[src/rtl/core/ftpl_pkg.sv]
// Shared types and constants for the first-token-per-line extractor.
// No dependencies; imported by the cell, control and top-level modules.
package ftpl_pkg;

    localparam int MAX_WORD   = 64;
    localparam int NUM_CELLS  = MAX_WORD - 1;
    localparam int LEN_W      = $clog2(MAX_WORD);
    localparam int WS_W       = 7;
    localparam int CHAR_W     = 8;
    localparam int IDX_W      = 16;

    localparam logic [CHAR_W-1:0] HASH_CODE     = 8'h23;
    localparam logic [CHAR_W-1:0] NEWLINE_CODE  = 8'h0A;
    localparam logic [CHAR_W-1:0] PRINT_LO      = 8'h21;
    localparam logic [CHAR_W-1:0] PRINT_HI      = 8'h7E;
    localparam logic [WS_W-1:0]   WS_RESET      = 7'd32;
    localparam logic [WS_W-1:0]   WS_MIN        = 7'd1;
    localparam logic [WS_W-1:0]   WS_MAX        = 7'(MAX_WORD);

    typedef enum logic {
        ST_COLLECT,
        ST_EMIT
    } ftpl_state_t;

    // Control word from the sequencer to the cell chain
    typedef struct packed {
        logic              shift;
        logic              load;
        logic [LEN_W-1:0]  wr_idx;
        logic [CHAR_W-1:0] wr_data;
    } chain_ctrl_t;

endpackage

[src/rtl/core/first_token_per_line_extractor_unit.sv]
// A byte is taken per cycle while collecting; a token of n characters leaves the
// cell chain after its ending byte, one word per cycle unless out_stall holds it.
// Input is stalled while the token drains through the single head cell that
// feeds the output register. Output register decouples result and input.
// Reset (rst_n, async low) returns to line start with word_size 32; no clearing pass.
// Top level: instantiates ftpl_ctrl and a chain of ftpl_cell; uses ftpl_pkg.
module first_token_per_line_extractor_unit
    import ftpl_pkg::*;
(
    input  logic              clk,
    input  logic              rst_n,
    input  logic              cfg_valid,
    output logic              cfg_ready,
    input  logic [WS_W-1:0]   cfg_word_size,
    input  logic              in_valid,
    output logic              in_stall,
    input  logic [CHAR_W-1:0] char_code,
    input  logic              end_of_input,
    output logic              out_valid,
    input  logic              out_stall,
    output logic [CHAR_W-1:0] word_char,
    output logic [LEN_W-1:0]  char_position,
    output logic [IDX_W-1:0]  word_index,
    output logic              last_char
);

    chain_ctrl_t       chain;
    logic [CHAR_W-1:0] cell_data [NUM_CELLS];

    assign cfg_ready = 1'b1;

    ftpl_ctrl u_ctrl (
        .clk           (clk),
        .rst_n         (rst_n),
        .cfg_valid     (cfg_valid),
        .cfg_word_size (cfg_word_size),
        .in_valid      (in_valid),
        .in_stall      (in_stall),
        .char_code     (char_code),
        .end_of_input  (end_of_input),
        .head_data     (cell_data[0]),
        .chain         (chain),
        .out_valid     (out_valid),
        .out_stall     (out_stall),
        .word_char     (word_char),
        .char_position (char_position),
        .word_index    (word_index),
        .last_char     (last_char)
    );

    // Build the chain; each cell hands its byte to the one below on a shift
    for (genvar i = 0; i < NUM_CELLS; i++)
    begin : g_cell
        logic [CHAR_W-1:0] nbr;
        logic              load_en;

        if (i == NUM_CELLS - 1)
        begin : g_tail
            assign nbr = '0;
        end
        else
        begin : g_body
            assign nbr = cell_data[i+1];
        end

        assign load_en = chain.load && (chain.wr_idx == LEN_W'(i));

        ftpl_cell u_cell (
            .clk      (clk),
            .ctrl     (chain),
            .load_en  (load_en),
            .shift_in (nbr),
            .data     (cell_data[i])
        );
    end

endmodule

[src/rtl/core/ftpl_cell.sv]
// One character cell of the token chain: loads a byte at its slot or
// takes its neighbor's byte on a shift. Depends on ftpl_pkg.
module ftpl_cell
    import ftpl_pkg::*;
(
    input  logic              clk,
    input  chain_ctrl_t       ctrl,
    input  logic              load_en,
    input  logic [CHAR_W-1:0] shift_in,
    output logic [CHAR_W-1:0] data
);

    logic [CHAR_W-1:0] data_reg;
    logic [CHAR_W-1:0] data_next;

    // Shift toward the head while emitting, else capture a new byte when load_en
    always_comb
    begin
        data_next = data_reg;
        if (ctrl.shift)
        begin
            data_next = shift_in;
        end
        else if (load_en)
        begin
            data_next = ctrl.wr_data;
        end
    end

    always_ff @(posedge clk)
    begin
        data_reg <= data_next;
    end

    assign data = data_reg;

endmodule

[src/rtl/core/ftpl_ctrl.sv]
// Line parser and emit sequencer for the first-token-per-line extractor.
// Depends on ftpl_pkg; drives the cell chain through chain_ctrl_t.
module ftpl_ctrl
    import ftpl_pkg::*;
(
    input  logic              clk,
    input  logic              rst_n,
    input  logic              cfg_valid,
    input  logic [WS_W-1:0]   cfg_word_size,
    input  logic              in_valid,
    output logic              in_stall,
    input  logic [CHAR_W-1:0] char_code,
    input  logic              end_of_input,
    input  logic [CHAR_W-1:0] head_data,
    output chain_ctrl_t       chain,
    output logic              out_valid,
    input  logic              out_stall,
    output logic [CHAR_W-1:0] word_char,
    output logic [LEN_W-1:0]  char_position,
    output logic [IDX_W-1:0]  word_index,
    output logic              last_char
);

    ftpl_state_t       state_reg, state_next;
    logic [WS_W-1:0]   ws_reg, ws_next;
    logic              line_start_reg, line_start_next;
    logic              skip_reg, skip_next;
    logic [LEN_W-1:0]  len_reg, len_next;
    logic [IDX_W-1:0]  count_reg, count_next;
    logic [LEN_W-1:0]  emit_n_reg, emit_n_next;
    logic [LEN_W-1:0]  pos_reg, pos_next;
    logic              ov_reg, ov_next;
    logic [CHAR_W-1:0] oc_reg, oc_next;
    logic [LEN_W-1:0]  op_reg, op_next;
    logic [IDX_W-1:0]  oi_reg, oi_next;
    logic              ol_reg, ol_next;

    logic              accept;
    logic              is_print;
    logic              is_nl;
    logic [WS_W-1:0]   slot;
    logic              fits;
    logic              out_free;
    logic              emit_last;

    assign accept    = in_valid && !in_stall;
    assign is_print  = (char_code >= PRINT_LO) && (char_code <= PRINT_HI);
    assign is_nl     = (char_code == NEWLINE_CODE);
    assign out_free  = !ov_reg || !out_stall;
    assign emit_last = (pos_reg == emit_n_reg - LEN_W'(1));

    // Clamp the word size to the supported range
    always_comb
    begin
        slot = ws_reg;
        if (ws_reg < WS_MIN)
        begin
            slot = WS_MIN;
        end
        else if (ws_reg > WS_MAX)
        begin
            slot = WS_MAX;
        end
    end

    assign fits = ({1'b0, len_reg} + WS_W'(1)) < slot;

    // Next state: parse one byte while collecting, drain chain while emitting
    always_comb
    begin
        state_next      = state_reg;
        ws_next         = cfg_valid ? cfg_word_size : ws_reg;
        line_start_next = line_start_reg;
        skip_next       = skip_reg;
        len_next        = len_reg;
        count_next      = count_reg;
        emit_n_next     = emit_n_reg;
        pos_next        = pos_reg;
        ov_next         = ov_reg;
        oc_next         = oc_reg;
        op_next         = op_reg;
        oi_next         = oi_reg;
        ol_next         = ol_reg;
        chain.shift     = 1'b0;
        chain.load      = 1'b0;
        chain.wr_idx    = len_reg;
        chain.wr_data   = char_code;

        // Drop the output word once taken
        if (ov_reg && !out_stall)
        begin
            ov_next = 1'b0;
        end

        case (state_reg)
            ST_COLLECT:
            begin
                if (accept)
                begin
                    if (end_of_input)
                    begin
                        line_start_next = 1'b1;
                        skip_next       = 1'b0;
                        len_next        = '0;
                        count_next      = '0;
                    end
                    else if (skip_reg)
                    begin
                        if (is_nl)
                        begin
                            skip_next       = 1'b0;
                            line_start_next = 1'b1;
                        end
                    end
                    else if (line_start_reg && char_code == HASH_CODE)
                    begin
                        line_start_next = 1'b0;
                        skip_next       = 1'b1;
                    end
                    else if (!is_print && len_reg == '0)
                    begin
                        line_start_next = is_nl;
                    end
                    else if (is_print && fits)
                    begin
                        line_start_next = 1'b0;
                        chain.load      = 1'b1;
                        len_next        = len_reg + LEN_W'(1);
                    end
                    else
                    begin
                        // Token ends: newline returns to line start, else drop the rest
                        line_start_next = is_nl;
                        skip_next       = !is_nl;
                        len_next        = '0;
                        if (len_reg != '0)
                        begin
                            emit_n_next = len_reg;
                            pos_next    = '0;
                            state_next  = ST_EMIT;
                        end
                    end
                end
            end
            ST_EMIT:
            begin
                if (out_free)
                begin
                    chain.shift = 1'b1;
                    ov_next     = 1'b1;
                    oc_next     = head_data;
                    op_next     = pos_reg;
                    oi_next     = count_reg;
                    ol_next     = emit_last;
                    pos_next    = pos_reg + LEN_W'(1);
                    if (emit_last)
                    begin
                        count_next = count_reg + IDX_W'(1);
                        state_next = ST_COLLECT;
                    end
                end
            end
            default:
            begin
                state_next = ST_COLLECT;
            end
        endcase
    end

    always_ff @(posedge clk or negedge rst_n)
    begin
        if (!rst_n)
        begin
            state_reg      <= ST_COLLECT;
            ws_reg         <= WS_RESET;
            line_start_reg <= 1'b1;
            skip_reg       <= 1'b0;
            len_reg        <= '0;
            count_reg      <= '0;
            emit_n_reg     <= '0;
            pos_reg        <= '0;
            ov_reg         <= 1'b0;
        end
        else
        begin
            state_reg      <= state_next;
            ws_reg         <= ws_next;
            line_start_reg <= line_start_next;
            skip_reg       <= skip_next;
            len_reg        <= len_next;
            count_reg      <= count_next;
            emit_n_reg     <= emit_n_next;
            pos_reg        <= pos_next;
            ov_reg         <= ov_next;
        end
    end

    // Output payload holds while stalled
    always_ff @(posedge clk)
    begin
        oc_reg <= oc_next;
        op_reg <= op_next;
        oi_reg <= oi_next;
        ol_reg <= ol_next;
    end

    assign in_stall      = (state_reg != ST_COLLECT);
    assign out_valid     = ov_reg;
    assign word_char     = oc_reg;
    assign char_position = op_reg;
    assign word_index    = oi_reg;
    assign last_char     = ol_reg;

endmodule

[config.mk]
export PLATFORM = sky130hd
export DESIGN_NAME = first_token_per_line_extractor_unit
export DESIGN_NICKNAME = d
export VERILOG_FILES = /design/src/rtl/core/ftpl_pkg.sv /design/src/rtl/core/first_token_per_line_extractor_unit.sv /design/src/rtl/core/ftpl_cell.sv /design/src/rtl/core/ftpl_ctrl.sv
export SDC_FILE = /design/constraint.sdc
export NUM_CORES = 1
export LEC_CHECK = 0
export ABC_CLOCK_PERIOD_IN_PS = 12200
export BUFFER_PORTS_ARGS = -buffer_cell sky130_fd_sc_hd__buf_2
export CORE_ASPECT_RATIO = 1.4
export CORE_MARGIN = 2
export CORE_UTILIZATION = 57
export CTS_BUF_LIST = sky130_fd_sc_hd__clkbuf_2 sky130_fd_sc_hd__clkbuf_4 sky130_fd_sc_hd__clkbuf_8
export CTS_CLUSTER_SIZE = 8
export DETAILED_ROUTE_END_ITERATION = 7
export PLACE_DENSITY = 0.74
export SYNTH_ARGS = -nofsm -noshare
export SYNTH_HDL_FRONTEND = slang
export SYNTH_SLANG_ARGS = --single-unit
[constraint.sdc]
create_clock -name clk -period 12.2 [get_ports clk]
set_clock_uncertainty 0.15 [all_clocks]
set_input_delay 0 -clock clk [delete_from_list [all_inputs] [get_ports clk]]
set_output_delay 0 -clock clk [all_outputs]
set_load 0.01 [all_outputs]
Yosys cells after proc, flatten, opt, wreduce, memory -nomap -nowiden
Index checks and enable logic that the tools add are counted.

Register bits: 580. Latch bits: 0. Memory bits (writable): 0. Memory bits (read-only): 0. Input port bits: 21. Output and inout bits: 34. Logic and storage cells: 496. Memories kept: 0.

$add $sub $neg: 5. Multiply operators: 0. Divide/modulo/power cells: 0. Order comparisons: 5. Equal/unequal tests: 79. Shift operators: 0. Mux-type cells: 179. Bitwise gates (word level): 6. Reductions and logical operators: 146.

Operator list (count): two-way mux 8 bit (124); equality test 6 bit, second input constant (31); nonzero test 2 bit (62); equality test 6 x 5 -> 1 bit, second input constant (16); two-way mux 6 bit (13); logical AND 1 bit (69); two-way mux 16 bit (4); equality test 6 x 4 -> 1 bit, second input constant (8); two-way mux 1 bit (33); case mux 16 bit (2 select lines) (1); equality test 6 x 3 -> 1 bit, second input constant (4); inequality test 2 bit, second input constant (11); adder 16 x 1 -> 16 bit, second input constant (1); AND reduction 8 bit (2); two-way mux 7 bit (2); adder 6 x 1 -> 6 bit, second input constant (2); equality test 6 x 2 -> 1 bit, second input constant (2); case mux 6 bit (2 select lines) (1); equality test 8 x 4 -> 1 bit, second input constant (1); equality test 8 x 6 -> 1 bit, second input constant (1); >= comparator 8 x 6 -> 1 bit, second input constant (1); less-or-equal comparator 8 x 7 -> 1 bit, second input constant (1); adder 6 x 1 -> 7 bit, second input constant (1); > comparator 7 bit, second input constant (1); other kinds (17) (28).

Longest topological paths before layout
Gate-level depths: netlist of the first run.

Word-level depth: 15. Depth in mapped cells: 14. Mapped depth without buffers: 11.

By module
From an unflattened synthesis of the first run, not the netlist that was laid out.

Cell total of the unflattened synthesis: 1538. Area, all modules: 27909.3 um2.

By module, submodules not included: ftpl_cell (times used 63, cells each 18, area each 377.9 um2, sequential area each 240.2 um2); ftpl_ctrl (times used 1, cells each 309, area each 3623.5 um2, sequential area each 2059.5 um2); first_token_per_line_extractor_unit (times used 1, cells each 95, area each 480.5 um2, sequential area each 0.0 um2).

Worst setup path before layout of the first run
Ideal clock, no wire load.

Path type: reg2reg. From: register u_ctrl.len_reg[2]. To: register g_cell[2].u_cell.data_reg[0], enable pin. Setup time: 384 ps. Arrival: 3488 ps. Data required time: 11666 ps. Slack: 8178 ps. Stages on the path, launching flop included: 14. Buffers on the path: 2. Clock period less this slack: 4022 ps. Cells stage by stage: dfrtp_1 clkbuf_1 and2_1 nand2_1 and2_1 or2_2 ha_1 a211oi_1 nor2_1 nor4_1 nor3b_2 nand2_1 buf_2 o21ai_0.

Word-level cells in the longest chain between the ends: 12. Elaborated cells on any way between the ends: 15. Classes of those cells: 1 x add/sub; 1 x order compare; 1 x eq/ne; 7 x mux; 5 x reduce/logical.

RTL lines: start, declared (RTL line ftpl_ctrl.sv:28) `logic [LEN_W-1:0] len_reg, len_next;`; start signal, assigned (RTL line ftpl_ctrl.sv:190) `len_reg <= len_next;`; adder 6 x 1 -> 7 bit (RTL line ftpl_ctrl.sv:66) `assign fits = ({1'b0, len_reg} + WS_W'(1)) < slot;`; less-than comparator 7 bit (RTL line ftpl_ctrl.sv:66); logical AND 1 bit (RTL line ftpl_ctrl.sv:124) `else if (is_print && fits)`; two-way mux 1 bit (RTL line ftpl_ctrl.sv:124); two-way mux 1 bit (RTL line ftpl_ctrl.sv:120) `else if (!is_print && len_reg == '0)`; two-way mux 1 bit (RTL line ftpl_ctrl.sv:115) `else if (line_start_reg && char_code == HASH_CODE)`; two-way mux 1 bit (RTL line ftpl_ctrl.sv:107) `else if (skip_reg)`; two-way mux 1 bit (RTL line ftpl_ctrl.sv:100) `if (end_of_input)`; two-way mux 1 bit (RTL line ftpl_ctrl.sv:98) `if (accept)`; two-way mux 1 bit (RTL line ftpl_ctrl.sv:95) `case (state_reg)`; logical AND 1 bit (*) (RTL line first_token_per_line_extractor_unit.sv:66) `assign load_en = chain.load && (chain.wr_idx == LEN_W'(i));`; nonzero test 2 bit (no source line) (*); end signal, assigned (RTL line ftpl_cell.sv:32) `data_reg <= data_next;`; end, declared (RTL line ftpl_cell.sv:13) `logic [CHAR_W-1:0] data_reg;`.

Every way passes the cells marked *; elsewhere a longest branch is shown, timed or not. A chain may end at the register's enable or synchronous reset.

Worst setup path in the final report of the first run
From: register u_ctrl.len_reg[2]. To: register g_cell[15].u_cell.data_reg[0], enable pin.

Word-level cells in the longest chain between the ends: 12. Elaborated cells on any way between the ends: 15. Classes of those cells: 1 x add/sub; 1 x order compare; 1 x eq/ne; 7 x mux; 5 x reduce/logical.

RTL lines (RTL line): adder 6 x 1 -> 7 bit (ftpl_ctrl.sv:66); less-than comparator 7 bit (ftpl_ctrl.sv:66); logical AND 1 bit (ftpl_ctrl.sv:124); two-way mux 1 bit (ftpl_ctrl.sv:124); two-way mux 1 bit (ftpl_ctrl.sv:120); two-way mux 1 bit (ftpl_ctrl.sv:115); two-way mux 1 bit (ftpl_ctrl.sv:107); two-way mux 1 bit (ftpl_ctrl.sv:100); two-way mux 1 bit (ftpl_ctrl.sv:98); two-way mux 1 bit (ftpl_ctrl.sv:95); logical AND 1 bit (*) (first_token_per_line_extractor_unit.sv:66); nonzero test 2 bit (no source line) (*); end signal, assigned (ftpl_cell.sv:32); end, declared (ftpl_cell.sv:13).

Marked as above.

==> results, run 1 <==
- The flow ran to the end, and the final reports show no timing, DRC or antenna violations.
- In this run the remaining antenna-violating nets after routing total 0.
- The setup path with the least slack is of type flip-flop to flip-flop.
- The total negative slack for setup checks is 0 ns.
- The die extent in x is 175 um.
- The number of hold-slack violations in the final timing report is 0.
- The final RePlAce weighted congestion is 0.869.
- The standby leakage power is 10.2 nW.
- The slack of the critical path is 6.72 ns.
- Detailed placement finished with a half-perimeter wire length of 29.0 mm.
- The clock-pin slew reported for the worst setup and hold paths after clock tree synthesis is 0.07 ns.
- The worst hold path startpoint is char_code[6].
- The path with the worst hold slack has its endpoint at g_cell[44].u_cell.data[6].
- The number of setup buffers added after CTS is 0.
- The pre-antenna-repair detailed-routing pass consisted of 5 iterations.
- The number of inserted diodes is 0.
- The clock buffer count from CTS is 86.
- Synthesis produced a netlist with a net count of 2068.
- The worst register-to-register path ends at g_cell[15].u_cell.data[0].
- STA classifies the critical path startpoint as a flip-flop.
- The cell sitting at the root of the clock tree is a clkbuf_8.
- After detailed routing, the total wire length is 51.4 mm.
- The worst voltage drop across the vdd grid is 0.000224 V.
- The worst setup slack before clock tree synthesis is 6.75 ns.
- The post-cts sizing count is 0.
- For the finished layout, the period the worst path requires is 5.48 ns.
- The finished cells cover 0.0259 mm2.
- The hold buffer count at CTS is 36.
- The number of warnings printed during yosys synthesis is 0.
- The global-route wire length before repair is 81.7 mm.
- Of all cell types, the one taking the most synthesized area is edfxtp_1.
- The number of cells on the worst reg-to-reg path is 11.
- The average instance area after synthesis is 11.5 um2.
- The floorplan step set the die height to 244 um.
- The initial utilization of the core area, before any placement, comes to 57.9%.
- During I/O placement, the number of pins put on the boundary was 55.
- The worst-skew pair later-pin latency is 0.66 ns.
- Counting flops with a built-in enable in the synthesized netlist gives 527.
- The worst register-to-register path begins at u_ctrl.len_reg[2].
- In the post-synthesis netlist, the biggest area contributors are edfxtp_1 68%, nand2_1 17%, dfrtp_1 4.6%.
- For this design, the sink count on the clock tree is 580.
- The via count of the first global-routing pass is 15500.
- STA classifies the critical path endpoint as a flip-flop.
- The tool flagged a number of max-cap violations equal to 0.
- The portion of synthesized cell area occupied by the leading cell type is 67.7%.
- The remaining global-route overflow is 0.
- After detailed routing, the number of vias per cell comes to 5.64.
- The worst min-delay path category is input port to flip-flop.
- The final cycle utilization of the critical path is 45.0%.
- Counting flops and latches in the post-synthesis netlist gives 580.
- The commonest register cell after synthesis is edfxtp_1.
- The most common cell after layout, fill and taps aside is nand2_1.
- After the first detailed-routing iteration, the DRC count stood at 1592.
- In this run the deepest clock path goes through 3 buffers.
- The maximum frequency from static timing analysis is 0.182 GHz.
- The setup check on the worst reg-to-reg path leaves a slack of 6.72 ns.
- The total global-route track usage is 24.6%.
- Compared with the post-synthesis result, the final layout area differs by 10.7%.
- The fraction of the yosys area taken by sequential cells is 73.2%.
- The arrival time at the worst endpoint is 5.60 ns.
- The total core area is 0.0404 mm2.
- The net count of the finished layout is 2132.
- The total DRC errors in the routed layout is 0.
- At the pin with the least slew margin, the transition time is 1.16 ns.
- The design draws 5.96 mW.
- The final setup violation count is 0.
- The endpoint required time on the critical path is 12.31 ns.
- In this run the tightest slew margin relative to its limit is 21.9%.
- The number of instances in the synthesized netlist is 2034.
- For this block, the via count after detailed routing is 15100.
- The die covers 0.0427 mm2.
- The total power per unit cell area is 230 mW/mm2.
- Row generation in the floorplan step produced 87 rows.
- Setup repair after global routing left no endpoint under its margin.
- The instance area at placement is 0.0240 mm2.
- The max-slew violation count is 0.
- For this run, asynchronously set or reset flops after synthesis account for 7.76%.
- TritonCTS built the clock tree.
- The maximum number of pins on one net before global-route repair is 237.
- The number of distinct standard cells referenced by the synthesized netlist is 60.
- In the layout the commonest cells are 1049 x nand2_1, 527 x edfxtp_1, 89 x clkbuf_8, 53 x buf_2, 52 x o21ai_0.
- The fraction of layout cells with a size suffix above 1 is 10.6%.
- Of all nets on the critical path, the largest fanout is 15.
- The initial antenna violation count is 0.
- The cell depth of the worst min-delay path is 4.
- After detailed routing, the average wire length per cell comes to 19.2 um.
- Port buffering added 53 buffers.
- The H-tree was split into 3 levels.
- The register with the most flip-flops in the layout has 504 of them.
- The synthesized netlist occupies a cell area of 0.0234 mm2.
-- cells by family after synthesis --
group | share of synthesized area [%]
buf+inv | 2.34
mux | 0.658
flops | 73.2
xor+xnor | 0.599
simple gates | 19.7
fa+ha+maj | 0.696
other cells | 0.0160
compound gates | 2.76
-- worst max-delay path, cell delays in order, from the launching register on --
cell and delay, ns:
dfrtp_1 0.52, and2_1 0.28, nand2_1 0.19, and2_1 0.22, or2_2 0.29, ha_1 0.31
a211oi_1 0.22, nor2_1 0.07, nor4_1 0.39, nor3b_2 0.76, nand2_1 0.63, o21ai_0 1.05
-- per-stage QoR --
step	std cells	utilization (%)	hold slack, ns
floorplan	2034	-	-0.446
global placement	2508	59.3	0.0798
detailed placement	2508	59.3	0.0878
CTS	2678	64.1	0.00169
global route	2678	64.1	0.0605
finish	2678	64.1	0.0446
-- metal layers --
layer / vias to the layer above / GRT usage (%) / share of wire, %
met4: 0 / 12.1 / 4.1
met1: 7342 / 31.2 / 39
met3: 127 / 4.26 / 7.3
met5: - / 0 / 0
li1: 6954 / - / -
met2: 669 / 41.1 / 50
-- worst max-delay path by stage --
stage,start,endpoint,slack [ns]
detailed placement,u_ctrl.len_reg[2],g_cell[15].u_cell.data[5],6.75
global placement,u_ctrl.len_reg[2],g_cell[9].u_cell.data[0],6.95
global route,u_ctrl.len_reg[2],g_cell[2].u_cell.data[2],6.24
finish,u_ctrl.len_reg[2],g_cell[15].u_cell.data[0],6.72
CTS,u_ctrl.len_reg[2],g_cell[12].u_cell.data[0],6.80
floorplan,u_ctrl.len_reg[2],g_cell[2].u_cell.data[0],8.18
-- synthesized netlist by cell type (3+ instances only) --
| master | number |
|---|---|
| mux2_2 | 10 |
| a21oi_1 | 4 |
| inv_1 | 8 |
| xor2_1 | 7 |
| o31ai_1 | 4 |
| nand3_1 | 17 |
| o21ai_0 | 52 |
| o21ai_1 | 27 |
| ha_1 | 13 |
| o211ai_1 | 5 |
| buf_1 | 3 |
| edfxtp_1 | 527 |
| nor4_1 | 6 |
| dfxtp_1 | 8 |
| clkbuf_1 | 114 |
| a31oi_1 | 3 |
| or3_1 | 4 |
| mux2i_1 | 3 |
| buf_6 | 3 |
| nand2b_1 | 5 |
| xnor2_1 | 9 |
| nor2b_1 | 8 |
| nor3_1 | 4 |
| nand4_1 | 5 |
| nor2_1 | 23 |
| buf_2 | 5 |
| dfrtp_1 | 43 |
| or4_1 | 7 |
| and3_1 | 3 |
| a21o_1 | 3 |
| nand2_1 | 1058 |
| and2_1 | 6 |
-- area by class of cell --
class                           instances  area, um2
Inverter                                9       41.3
Multi-Input combinational cell       1318       5750
Tap cell                              534        668
Timing Repair Buffer                  103        761
Fill cell                            2972      14500
Clock inverter                         10       57.6
Sequential cell                       580      17100
Clock buffer                          124       1490
-- where the power goes --
| part | internal [mW] | total [mW] | switching (mW) |
|---|---|---|---|
| clock network | 0.772 | 1.47 | 0.697 |
| registers | 2.94 | 3.08 | 0.139 |
| logic | 0.330 | 1.41 | 1.08 |
No activity file was read; power rests on OpenSTA's default activity.
==> run 2: changes to the inputs <==
Settings changed: ABC_CLOCK_PERIOD_IN_PS 12200 to 4940, PLACE_DENSITY 0.74 to 0.77.
Clock period 12.2 ns to 4.94 ns, I/O delays scaled along.
==> run 2 against run 1 <==
Global-route usage hardly changed. Critical endpoint is now g_cell[1].u_cell.data[5]. Largest cell class unchanged. Flip-flop and latch count stayed put. Total power grew to 2.5 times the previous value.
==> results, run 2 (synthesis gave the netlist of run 1 again) <==
- In the routed design, unresolved DRC markers number 0.
- The worst voltage drop across the vdd grid is 0.000512 V.
- Dividing the detail-routed wire length by the instance count gives 19.1 um.
- In this run the static leakage power is 10.5 nW.
- The total via count in the routed design is 15400.
- The number of rows in the core area is 87.
- The count of fill cells added during filler insertion is 2809.
- The HPWL after detailed placement is 30.1 mm.
- The critical path capture point type is a flip-flop.
- The highest fanout seen on the critical path is 15.
- The later pin in the worst-skew pair is clocked with a latency of 0.64 ns.
- The completed layout was analyzed and its total power is 15.0 mW.
- The floorplan step set the die height to 244 um.
- The most common cell after layout, fill and taps aside is nand2_1.
- The synthesis-to-layout area growth is 12.3%.
- Across the run, the number of max-cap violations was 0.
- Data on the critical path is required at its endpoint by 5.13 ns.
- The clock-pin slew reported for the worst setup and hold paths after clock tree synthesis is 0.07 ns.
- The number of hold-slack violations in the final timing report is 0.
- The depth of the worst register-to-register path is 13.
- The core region is 0.0404 mm2.
- STA classifies the critical path startpoint as a flip-flop.
- The post-route netlist has 12.6% of its cells at a drive strength greater than 1.
- The post-cts sizing count is 0.
- The max-slew violation count is 0.
- The first global-routing pass estimated 82.2 mm of wire.
- The number of top-level design ports is 55.
- Static timing analysis puts the maximum clock frequency at 0.223 GHz.
- Routability-driven placement finished with a final weighted congestion of 0.834.
- The floorplan step defined a die boundary enclosing 0.0427 mm2.
- Measured against its own limit, the worst slew margin works out to 30.7%.
- The remaining global-route overflow is 0.
- The flow ran to the end, and the final reports show no timing, DRC or antenna violations.
- In this run, the number of DRC markers left after iteration 0 of detailed routing was 1428.
- In the final layout, flip-flops and latches occupy 0.0171 mm2.
- Entering global routing, the biggest net connects 190 pins.
- For this run, the total global-route usage over all layers was measured as 24.6%.
- The routed via count divided by cell count is 5.63.
- The cell depth of the worst min-delay path is 3.
- In this run the deepest clock path goes through 3 buffers.
- In the layout the commonest cells are 1049 x nand2_1, 527 x edfxtp_1, 91 x clkbuf_8, 60 x buf_4, 53 x buf_2.
- The initial antenna violation count is 1.
- The CTS tree is done.
- Once detail routing completed, the nets flagged for antenna violations numbered 0.
- The cell sitting at the root of the clock tree is a clkbuf_8.
- The transition time at the pin with the least slew margin is 1.04 ns.
- The arrival time at the worst endpoint is 4.68 ns.
- The clock sink count is 580.
- The routed design could run at a clock period as short as 4.49 ns.
- In this run the power density over the cells is 570 mW/mm2.
- CTS built an H-tree with a depth of 3.
- The pre-antenna-repair detailed-routing pass consisted of 6 iterations.
- The number of flip-flops in the largest register is 504.
- The via count of the first global-routing pass is 15700.
- The net count of the finished layout is 2179.
- Setup violations remaining at the end of the flow were counted as 0.
- The final cycle utilization of the critical path is 90.9%.
- Summing all multi-input logic gate instances after layout gives 0.00575 mm2.
- Setup repair after global routing left no endpoint under its margin.
- The floorplan step set the die width to 175 um.
- The total negative slack for setup checks is 0 ns.
- The clock buffer count from CTS is 85.
- During placement, the flow inserted port buffers numbering 53.
- The critical path start-end classification is flip-flop to flip-flop.
- The initial core utilization is 57.9%.
- In this run the worst hold path is classified as input port to flip-flop.
- For this block, the routed nets add up to 52.1 mm of wire.
[run 2: report_power, final]
group	total [mW]	leakage, nW	switching (mW)	internal, mW
Sequential	7.59	5.56	0.353	7.23
Clock	3.68	0.839	1.73	1.94
Combinational	3.71	4.06	2.71	0.996
Total	15.0	10.5	4.80	10.2
[run 2: critical path, cell delays in order (launching register included)]
cell	delay [ns]
dfrtp_1	0.54
and2_1	0.27
nand2_1	0.19
and2_1	0.22
or2_2	0.29
ha_1	0.31
a211oi_1	0.23
nor2_1	0.08
nor4_1	0.43
nor3b_2	0.25
buf_4	0.22
nand2_1	0.41
o21ai_0	0.37
buf_4	0.22
[run 2: routing by layer]
metal | GRT usage, % | up-vias | routed length [um] | share of wire, %
li1 | - | 7040 | - | -
met1 | 30.9 | 7413 | 19900 | 38
met2 | 41.5 | 756 | 26100 | 50
met3 | 4.31 | 141 | 3940 | 7.6
met4 | 12.0 | 0 | 2270 | 4.3
met5 | 0 | - | 0 | 0
[run 2: worst paths after layout]
kind | startpoint | to | slack (ns)
worst max-delay path | u_ctrl.len_reg[2] | g_cell[1].u_cell.data[5] | 0.45
worst min-delay path | cfg_valid | u_ctrl.ws_reg[6] | 0.13
worst max register to register | u_ctrl.len_reg[2] | g_cell[1].u_cell.data[5] | 0.45
worst min register to register | g_cell[0].u_cell.data[5] | u_ctrl.word_char[5] | 0.27
max in group asynchronous | rst_n | u_ctrl.pos_reg[3] | 4.07
min in group asynchronous | rst_n | u_ctrl.ws_reg[5] | 0.34
[run 2: cell type report]
cell class / count / area share, %
antenna: 1 / 0.00953
tap: 534 / 2.54
clock inverter: 6 / 0.138
clock buffer: 127 / 5.80
multi-input combinational: 1318 / 21.9
sequential: 580 / 65.2
timing repair buffer: 151 / 4.28
inverter: 9 / 0.157
[run 2: metrics by stage]
| stage | hold WS, ns | cells | setup slack [ns] | cell area (um2) | util [%] |
|---|---|---|---|---|---|
| global placement | 0.0754 | 2555 | 0.640 | 24300 | 60.2 |
| CTS | 0.0566 | 2725 | 0.499 | 26300 | 65.0 |
| global route | 0.159 | 2726 | 0.174 | 26300 | 65.0 |
| detailed placement | 0.0783 | 2555 | 0.510 | 24300 | 60.2 |
| floorplan | -0.446 | 2034 | 0.918 | 23400 | - |
| finish | 0.126 | 2726 | 0.450 | 26300 | 65.0 |
[run 2: repair_timing]
action | CTS | global route
hold endpoints to repair | 135 | 0
hold buffers | 37 | 0
buffers inserted | 0 | 0
==> run 3: changes to the inputs <==
Settings changed: ABC_CLOCK_PERIOD_IN_PS 4940 to 3960.
Clock period 4.94 ns to 3.96 ns, I/O delays scaled along.
==> run 3 against run 2 <==
Final cell count up 0.77%. Via count up 1.5%. Clock-buffer cell count fell by 8. Sequential share of layout area decreased by 0.44 points. Critical endpoint is now g_cell[47].u_cell.data[0]. Combinational power is 31% higher. Final area up 0.67%. Sequential power increased by 25%. Critical path type unchanged.
==> results, run 3 (synthesis gave the netlist of run 1 again) <==
- The flow ran to the end, and the final reports show no timing, DRC or antenna violations.
- The floorplan step defined a die boundary enclosing 0.0427 mm2.
- Entering global routing, the biggest net connects 200 pins.
- The routed design has 53.9 mm of wire.
- The number of rows in the core area is 87.
- The maximum frequency from static timing analysis is 0.267 GHz.
- The total half-perimeter wirelength after legalization and detailed placement is 31.0 mm.
- The worst hold path startpoint is out_stall.
- The clock passes through at most 3 buffers.
- The routed layout has 15600 vias.
- The via count of the first global-routing pass is 15900.
- The register with the most flip-flops in the layout has 504 of them.
- The routed via count divided by cell count is 5.67.
- The critical path start-end classification is flip-flop to flip-flop.
- The depth of the worst register-to-register path is 13.
- The most common cell after layout, fill and taps aside is nand2_1.
- The worst setup slack before clock tree synthesis is 0.0683 ns.
- The logic depth of the worst setup path including buffers is 13.
- The standby leakage power is 10.6 nW.
- The number of hold-slack violations in the final timing report is 0.
- Adding up every negative setup slack in the final design gives 0 ns.
- The instance area at placement is 0.0246 mm2.
- The total global-route track usage is 25.6%.
- Clock-pin slew was measured on the worst setup and hold paths at 0.06 ns.
- The highest fanout seen on the critical path is 16.
- The finished cells cover 0.0264 mm2.
- The max-slew violation count is 0.
- The worst hold margin is 0.0346 ns.
- The region available for standard cell placement spans 0.0404 mm2.
- The clock buffer count from CTS is 84.
- In this run, placement finished with an instance count of 2584.
- In the layout the commonest cells are 1048 x nand2_1, 527 x edfxtp_1, 86 x clkbuf_8, 86 x buf_4, 53 x buf_2.
- The total DRC errors in the routed layout is 0.
- The worst path needs 3.74 ns of the cycle, external delays included.
- The CTS tree is done.
- Summed over all layers, the global routing overflow is 0.
- The initial core utilization is 57.9%.
- At the pin with the least slew margin, the transition time is 1.05 ns.
- The worst path uses 94.5% of the clock period.
- In this run the count of I/O pins placed on the die edge is 55.
- The final RePlAce weighted congestion is 0.859.
- The slack of the critical path is 0.218 ns.
- The net count of the finished layout is 2206.
- After the flow finishes, the layout carries non-filler instances totaling 2747.
- The arrival time at the worst endpoint is 3.94 ns.
- The initial antenna violation count is 4.
- IR analysis of the VDD net gives a maximum drop of 0.000739 V.
- The detail-routed net length per standard cell is 19.6 um.
- The number of input and output port buffers inserted is 53.
- The number of buffers and inverters on the critical path is 2.
- The root buffer cell is clkbuf_8.
- The initial DRC count is 1671.
- The beginning of the worst register-to-register path is u_ctrl.len_reg[3].
- The min-delay analysis places its worst path in the category input port to flip-flop.
- Setup violations remaining at the end of the flow were counted as 0.
- The endpoint identified for the worst register-to-register timing path is g_cell[47].u_cell.data[0].
- Setup repair after global routing left no endpoint under its margin.
- Headroom to the max-slew limit came out at 30.0%.
- Max-cap violations in this run came to 0.
- Along the worst hold path, the cell count comes to 4.
- The first global-routing pass estimated 84.5 mm of wire.
- At the later pin of the worst-skew pair, clock insertion delay measures 0.64 ns.
- STA puts the critical path data required time at 4.15 ns.
- CTS saw 580 sinks.
- The die extent in x is 175 um.
- The kind of launch point of the worst setup path is a flip-flop.
- The worst-case hold path end point is u_ctrl.out_valid.
- The fraction of layout cells with a size suffix above 1 is 13.7%.
- The library cell appearing most often on the critical path is buf_4.
- The first detailed-routing pass ran for 8 iterations.
- After layout, the design draws a total of 18.7 mW.
- The end-of-flow core utilization is 65.4%.
- Counting the fill cells in the layout gives 2788.
- For this run, the slowest stage of the critical path takes 0.35 ns.
- Traced cell by cell, the critical path runs through and2_2 -> nand2_2 -> and2_1 -> or2_2 -> ha_1 -> a211oi_1 -> nor2_1 -> nor4_2 -> nor3b_2 -> buf_4 -> nand3b_4 -> o21ai_0 -> buf_4.
- The critical path capture point type is a flip-flop.
- The setup check on the worst reg-to-reg path leaves a slack of 0.22 ns.
- The total power per unit cell area is 709 mW/mm2.
- The maximum level of the CTS H-tree is 3.
- The synthesis-to-layout area growth is 13.0%.
- Once detail routing completed, the nets flagged for antenna violations numbered 0.
- The die outline height is 244 um.
- Grouping stages by cell kind, the critical path spends the most delay in simple AND/OR/NAND/NOR gates.
- The slowest cell on the critical path is dfrtp_1.
[run 3: cell types whose count changed in the layout (fill, tap and decap cells not counted), moves of 3 or more]
cell | previous run | this run
buf_4 | 60 | 86
clkbuf_4 | 36 | 33
clkbuf_8 | 91 | 86
o21ai_0 | 52 | 41
o21ai_1 | 27 | 38
buf_12 | 1 | 6
[run 3: worst max-delay path by stage]
stage | endpoint | from
global placement | g_cell[47].u_cell.data[2] | u_ctrl.len_reg[2]
finish | g_cell[47].u_cell.data[0] | u_ctrl.len_reg[3]
global route | g_cell[10].u_cell.data[5] | u_ctrl.len_reg[0]
floorplan | g_cell[2].u_cell.data[0] | u_ctrl.len_reg[2]
detailed placement | g_cell[13].u_cell.data[4] | u_ctrl.len_reg[3]
CTS | g_cell[13].u_cell.data[1] | u_ctrl.len_reg[3]
[run 3: layout make-up]
cell class | count | area, um2 | share of cell area [%]
multi-input combinational | 1318 | 5760 | 21.8
timing repair buffer | 179 | 1370 | 5.19
clock buffer | 119 | 1430 | 5.42
inverter | 9 | 41.3 | 0.156
tap | 534 | 668 | 2.53
antenna | 2 | 5.00 | 0.0189
clock inverter | 6 | 43.8 | 0.166
sequential | 580 | 17100 | 64.7
[run 3: power by group]
part | internal, mW | switching, mW
sequential | 9.01 | 0.456
clock | 2.29 | 2.12
combinational | 1.38 | 3.48
total | 12.7 | 6.05
[run 3: metal layers]
layer	part of all wire (%)	up-vias	wire length [um]	global-route usage [%]
met1	37	7539	19900	31.6
met3	8.6	135	4660	5.62
met5	0.048	-	26	0
met4	4.0	4	2150	12.3
li1	-	7085	-	-
met2	50	820	27200	43.0
[run 3: what timing repair did]
| action | 4_1_cts | 5_1_grt |
|---|---|---|
| gates resized for setup | 0 | 4 |
| hold buffers | 34 | 0 |
| buffers inserted | 0 | 2 |
| endpoints found under the setup margin | 0 | 490 |
| hold endpoints to repair | 227 | 0 |
[run 3: tightest hold or removal path: stages]
cell and delay [ns]:
dlygate4sd3_1 0.52, buf_2 0.09, nand2_1 0.08, nand2b_1 0.09
